### src/rtl/assert_macros.svh
// assertion macros used by the top-level rtl file
`ifndef ASSERT_MACROS_SVH
`define ASSERT_MACROS_SVH

// same-cycle implication check
`define CHK_IMPL(label, clk, rst, a, b) \
  label: assert property (@(posedge clk) disable iff (rst) (a) |-> (b)) \
    else $error("same-cycle check failed");

// next-cycle implication check
`define CHK_NEXT(label, clk, rst, a, b) \
  label: assert property (@(posedge clk) disable iff (rst) (a) |=> (b)) \
    else $error("next-cycle check failed");

`endif

### src/rtl/chcal_pkg.sv
// types and constants of the channel calibration block
`default_nettype none

package chcal_pkg;

  // input item
  typedef struct packed {
    logic [1:0]         command;
    logic [5:0]         channel;
    logic signed [31:0] raw_sample;
    logic [2:0]         phase;
    logic               last_channel;
    logic signed [31:0] gain;
    logic signed [63:0] offset;
    logic signed [63:0] physical_offset;
    logic               calibrate_enable;
    logic               no_adjust;
  } item_t;

  // result item
  typedef struct packed {
    logic [5:0]         out_channel;
    logic signed [63:0] value;
    logic               calibrated;
    logic [1:0]         status;
    logic               end_of_cycle;
  } result_t;

  // command codes
  localparam logic [1:0] CMD_LOAD    = 2'd0;
  localparam logic [1:0] CMD_SAMPLE  = 2'd1;
  localparam logic [1:0] CMD_REQUEST = 2'd2;

  // phase codes
  localparam logic [2:0] PHASE_STARTUP = 3'd0;
  localparam logic [2:0] PHASE_OFFLINE = 3'd2;
  localparam logic [2:0] PHASE_ONLINE  = 3'd3;

  // result status codes
  localparam logic [1:0] STS_SAMPLE      = 2'd0;
  localparam logic [1:0] STS_ACCEPTED    = 2'd1;
  localparam logic [1:0] STS_REF_ONLINE  = 2'd2;
  localparam logic [1:0] STS_REF_COMPOFF = 2'd3;

  // configuration register indexes
  localparam int CFG_IDX_W = 2;
  localparam int CFG_W     = 16;
  localparam logic [CFG_IDX_W-1:0] REG_AUTO_COMP   = 2'd0;
  localparam logic [CFG_IDX_W-1:0] REG_MAX_CORR    = 2'd1;
  localparam logic [CFG_IDX_W-1:0] REG_COMP_CYCLES = 2'd2;

  // full scale used by the correction limit
  localparam int FS_W = 31;
  localparam logic [FS_W-1:0] FULL_SCALE = 31'd2147000000;

  // controller states
  typedef enum logic [3:0] {
    S_IDLE,
    S_LOAD,
    S_MUL,
    S_ADD,
    S_EMIT,
    S_RD,
    S_W_RD,
    S_W_CHK,
    S_W_DIV,
    S_W_SUB,
    S_W_MUL,
    S_W_CMP
  } state_t;

  // controller to datapath
  typedef struct packed {
    logic accept;
    logic rd_in;
    logic rd_walk;
    logic load_wr;
    logic mul;
    logic add;
    logic div_start;
    logic div_step;
    logic walk_sub;
    logic walk_mul;
    logic walk_wr;
    logic walk_next;
    logic walk_finish;
    logic out_load;
  } ctl_t;

  // datapath to controller
  typedef struct packed {
    logic [1:0] command;
    logic       skip;
    logic       walk_need;
    logic       walk_skip;
    logic       walk_last;
    logic       div_last;
    logic       out_free;
  } sts_t;

endpackage

`default_nettype wire

### src/rtl/chcal_ctrl.sv
// controller state machine of the channel calibration block
`default_nettype none

module chcal_ctrl (
  input  wire logic            clk,
  input  wire logic            rst,
  input  wire logic            item_valid,
  output logic                 item_stall,
  input  wire chcal_pkg::sts_t sts,
  output chcal_pkg::ctl_t      ctl
);

  chcal_pkg::state_t state, state_next;

  // state register
  always_ff @(posedge clk) begin
    if (rst) begin
      state <= chcal_pkg::S_IDLE;
    end else begin
      state <= state_next;
    end
  end

  // next state
  always_comb begin
    state_next = state;
    unique case (state)
      chcal_pkg::S_IDLE: begin
        if (item_valid) begin
          unique case (sts.command)
            chcal_pkg::CMD_LOAD:    state_next = chcal_pkg::S_LOAD;
            chcal_pkg::CMD_REQUEST: state_next = chcal_pkg::S_EMIT;
            chcal_pkg::CMD_SAMPLE: begin
              if (sts.skip) begin
                state_next = chcal_pkg::S_IDLE;
              end else if (sts.walk_need) begin
                state_next = chcal_pkg::S_W_RD;
              end else begin
                state_next = chcal_pkg::S_MUL;
              end
            end
            default: state_next = chcal_pkg::S_IDLE;
          endcase
        end
      end
      chcal_pkg::S_LOAD: state_next = chcal_pkg::S_IDLE;
      chcal_pkg::S_MUL:  state_next = chcal_pkg::S_ADD;
      chcal_pkg::S_ADD:  state_next = chcal_pkg::S_EMIT;
      chcal_pkg::S_EMIT: begin
        if (sts.out_free) state_next = chcal_pkg::S_IDLE;
      end
      chcal_pkg::S_RD:   state_next = chcal_pkg::S_MUL;
      chcal_pkg::S_W_RD: state_next = chcal_pkg::S_W_CHK;
      chcal_pkg::S_W_CHK: begin
        if (!sts.walk_skip) begin
          state_next = chcal_pkg::S_W_DIV;
        end else if (sts.walk_last) begin
          state_next = chcal_pkg::S_RD;
        end else begin
          state_next = chcal_pkg::S_W_RD;
        end
      end
      chcal_pkg::S_W_DIV: begin
        if (sts.div_last) state_next = chcal_pkg::S_W_SUB;
      end
      chcal_pkg::S_W_SUB: state_next = chcal_pkg::S_W_MUL;
      chcal_pkg::S_W_MUL: state_next = chcal_pkg::S_W_CMP;
      chcal_pkg::S_W_CMP: begin
        state_next = sts.walk_last ? chcal_pkg::S_RD : chcal_pkg::S_W_RD;
      end
      default: state_next = chcal_pkg::S_IDLE;
    endcase
  end

  // outputs
  always_comb begin
    ctl = '0;
    item_stall = 1'b1;
    unique case (state)
      chcal_pkg::S_IDLE: begin
        item_stall = 1'b0;
        ctl.rd_in  = 1'b1;
        ctl.accept = item_valid;
      end
      chcal_pkg::S_LOAD: ctl.load_wr = 1'b1;
      chcal_pkg::S_MUL:  ctl.mul = 1'b1;
      chcal_pkg::S_ADD:  ctl.add = 1'b1;
      chcal_pkg::S_EMIT: ctl.out_load = sts.out_free;
      chcal_pkg::S_RD:   ctl.rd_walk = 1'b0;
      chcal_pkg::S_W_RD: ctl.rd_walk = 1'b1;
      chcal_pkg::S_W_CHK: begin
        ctl.rd_walk     = 1'b1;
        ctl.div_start   = !sts.walk_skip;
        ctl.walk_next   = sts.walk_skip && !sts.walk_last;
        ctl.walk_finish = sts.walk_skip && sts.walk_last;
      end
      chcal_pkg::S_W_DIV: begin
        ctl.rd_walk  = 1'b1;
        ctl.div_step = 1'b1;
      end
      chcal_pkg::S_W_SUB: begin
        ctl.rd_walk  = 1'b1;
        ctl.walk_sub = 1'b1;
      end
      chcal_pkg::S_W_MUL: begin
        ctl.rd_walk  = 1'b1;
        ctl.walk_mul = 1'b1;
      end
      chcal_pkg::S_W_CMP: begin
        ctl.rd_walk     = 1'b1;
        ctl.walk_wr     = 1'b1;
        ctl.walk_next   = !sts.walk_last;
        ctl.walk_finish = sts.walk_last;
      end
      default: ctl = '0;
    endcase
  end

endmodule

`default_nettype wire

### config.mk
export PLATFORM = sky130hd
export DESIGN_NAME = chcal_ctrl
export DESIGN_NICKNAME = d
export VERILOG_FILES = /design/src/rtl/assert_macros.svh /design/src/rtl/chcal_pkg.sv /design/src/rtl/chcal_ctrl.sv
export SDC_FILE = /design/constraint.sdc
export NUM_CORES = 1
export LEC_CHECK = 0
export ABC_AREA = 1
export ABC_CLOCK_PERIOD_IN_PS = 1400
export BUFFER_PORTS_ARGS = -buffer_cell sky130_fd_sc_hd__buf_2
export CAP_MARGIN = 20
export CELL_PAD_IN_SITES_DETAIL_PLACEMENT = 1
export CELL_PAD_IN_SITES_GLOBAL_PLACEMENT = 1
export CORE_AREA = 2 2 42 52
export CTS_CLUSTER_SIZE = 40
export DETAILED_ROUTE_END_ITERATION = 10
export DIE_AREA = 0 0 44 54
export GPL_TIMING_DRIVEN = 1
export PLACE_DENSITY_LB_ADDON = 0.1
export SYNTH_ARGS = -nofsm -noshare
export SYNTH_HDL_FRONTEND = slang
export SYNTH_SLANG_ARGS = --single-unit
### constraint.sdc
create_clock -name clk -period 1.4 [get_ports clk]
set_clock_uncertainty 0.15 [all_clocks]
set_input_delay 0.14 -clock clk [delete_from_list [all_inputs] [get_ports clk]]
set_output_delay 0.14 -clock clk [all_outputs]
set_load 0.005 [all_outputs]
==> results.md <==
- Status: complete, but fails checks
- Failing checks: negative setup slack
- Max reg flops: 4
- Yosys top cell area share: 0.178
- Die width: roughly 44 um
- Hold crit path type: in -> reg
- Die area: 2380 um2
- Hpwl dp: 1360 um
- Cell variety after synth: 19
- CTS buffer count: 3
- GR Overflow Total: 0
- Fraction of layout cells with a size suffix above 1: 0.561
- Nets: about 140
- Final min period: between 1 and 1.5 ns
- Routed WL per cell: around 12 um
- Final max-slew violation count: 0
- Crit path launch: state[2]
- Final worst-path cycle share: 1.01
- Routed via count: 657
- Pin slew with the least headroom to its limit: 0.186 ns
- Leak: 0.000462 uW
- Ant diodes: 0
- Max IR drop VDD: about 360 uV
- P&R area growth vs syn: 77.5%
- Overall Global Routing Usage: 0.153
- Most flops, register: state
- Final ANT Viol Nets: 0
- Crit path DAT: between 1 and 1.5 ns
- R2r worst-path depth: 8
- H-Tree Depth: 1
- CP Data Required Time: approximately 1.1 ns
- Antenna violations before repair: 0
- Worst Hold Launch: sts[3]
- CTS tree: done
- Setup slack, reg-to-reg: 0.06 ns
- Crit end category: output port
- Final Hold Vio Count: 0
- Pre-Repair DR Iteration Count: 2
- Final setup violation count: 2
- Mapped Nets: 94
- Max-cap check violation count: 0
- Clock Pin Slew Worst Setup and Hold Paths: 0.03 ns
- Crit path kind: reg -> out
- Seq/Total Area, Yosys: 0.178
- First-pass GRT wire length: between 2000 and 3000 um
- Relative slew slack: 0.875
- Pin count of the biggest net entering global routing: 6
- Regs by FF count: state (4)
- Power consumption: approximately 450 uW
- Worst-skew pair later-pin latency: 0.23 ns
- Synth warn: 0
- Mapped Cells: between 80 and 90
- Ports: 26
- Worst Hold Path Cells: 4
- Startpoint types: flip-flop
- RR Startpoint: state[3]
- Hold EP: state[3]
- Critical path peak fanout: 4
- Max Fclk: 705 MHz
- Synth Area per Inst: 5.43 um2
- PwrDens: 569 nW/um2
- Top cells by area, synth: dfxtp_1 (18%), nand2_1 (18%), nor2_1 (14%), inv_1 (8.3%), nand3_1 (7.8%)
- Max Buffers Root-to-Sink: 2
- Reg-to-Reg End: state[1]
- Synth area leader: dfxtp_1
- RePlAce Congestion: 0.758
- Final setup TNS: -0.0247 ns
- Die Y: ~54 um
- Cell Area, Synth: approximately 450 um2
- RSZ-0062 raised after global routing: true
- Clock root buffer master: clkbuf_4
- Initial DRC Count: 1
- Hold WS: roughly 0.064 ns
- Yosys reg bits: 4
- DRC: 0
- Port-buffer cells: 25
- Post-layout worst setup margin: -0.0192 ns
- Vias in the first global route: ~640
- Final wirelength: between 1500 and 2000 um
- Mean number of vias per cell: about 4.6
- Initial Util: 0.233
- Area of the core: about 1900 um2
- CTS Sinks: 4
- Rows: 18
routing by layer:
metal  global-route usage  share of wire  routed length [um]
met1                0.162           0.38                 626
met2                0.299           0.59                 974
met3               0.0201          0.036                  60
met4               0.0606              0                   0
met5                    0              0                   0
logic make-up (layout without fill, tap and decap cells):
group,count (synthesis),in the layout,share of synthesized area
AND/OR/NAND/NOR,57,57,0.589
buffers and inverters,15,55,0.128
AO/OA/AOI/OAI,7,7,0.106
flip-flops,4,4,0.178
area by class of cell:
cell class                 instances  area [um2]
sequential                         4        90.1
clock buffer                       3        22.5
multi-input combinational         64         370
timing repair buffer              37         225
inverter                          15        66.3
fill                             290        1140
tap                               20        25.0
repair_timing:
item	CTS	global route
resized for setup	11	16
endpoints found under the hold margin	4	0
hold buffers	1	0
endpoints found under the setup margin	11	13
buffers inserted	6	2
pin swaps	4	8
cells in the final DEF (no fill, tap or decap), drive strengths merged:
cell and n:
a21oi 3, buf 36, clkbuf 3, clkinv 1
dfxtp 4, dlygate4sd3 1, inv 14, nand2 25
nand3 7, nand4 1, nor2 22, nor3 2
o21ai 2, o21bai 1, o31ai 1
how the worst max path moves through the flow:
stage                          end  cells past startpoint  slack, ns
after floorplan           state[2]                      7       0.21
after global placement    state[2]                      7       0.03
after detailed placement  state[2]                      7       0.03
after CTS                   ctl[1]                      5      -0.04
after global routing        ctl[1]                      5      -0.09
final                       ctl[1]                      5      -0.02
stage by stage:
step	std cells	setup slack, ns	util	instance area, um2
floorplan	83	0.211	-	450
global route	143	-0.0881	0.413	800
CTS	141	-0.0397	0.375	727
global placement	131	0.0262	0.322	623
detailed placement	131	0.0319	0.322	623
finish	143	-0.0192	0.413	800
critical path, cell delays in order, from the launching register on:
cell     delay, ns
dfxtp_2       0.34
inv_4         0.06
nor2_4        0.15
nand2_4       0.10
o21ai_2       0.13
buf_2         0.13
synth_stat cells, drive strengths merged:
master and n:
nor2 22, nand4 1, clkinv 1, o21bai 1
nor3 2, nand2 25, o21ai 2, a21oi 3
dfxtp 4, inv 14, o31ai 1, nand3 7
power by group:
| group | internal, uW | switching (uW) | leakage (uW) |
|---|---|---|---|
| Clock | 95.4 | 41.4 | 0.0000138 |
| Combinational | 84.7 | 102 | 0.000413 |
| Sequential | 120 | 10.3 | 0.0000349 |
No activity file was read; power rests on OpenSTA's default activity.
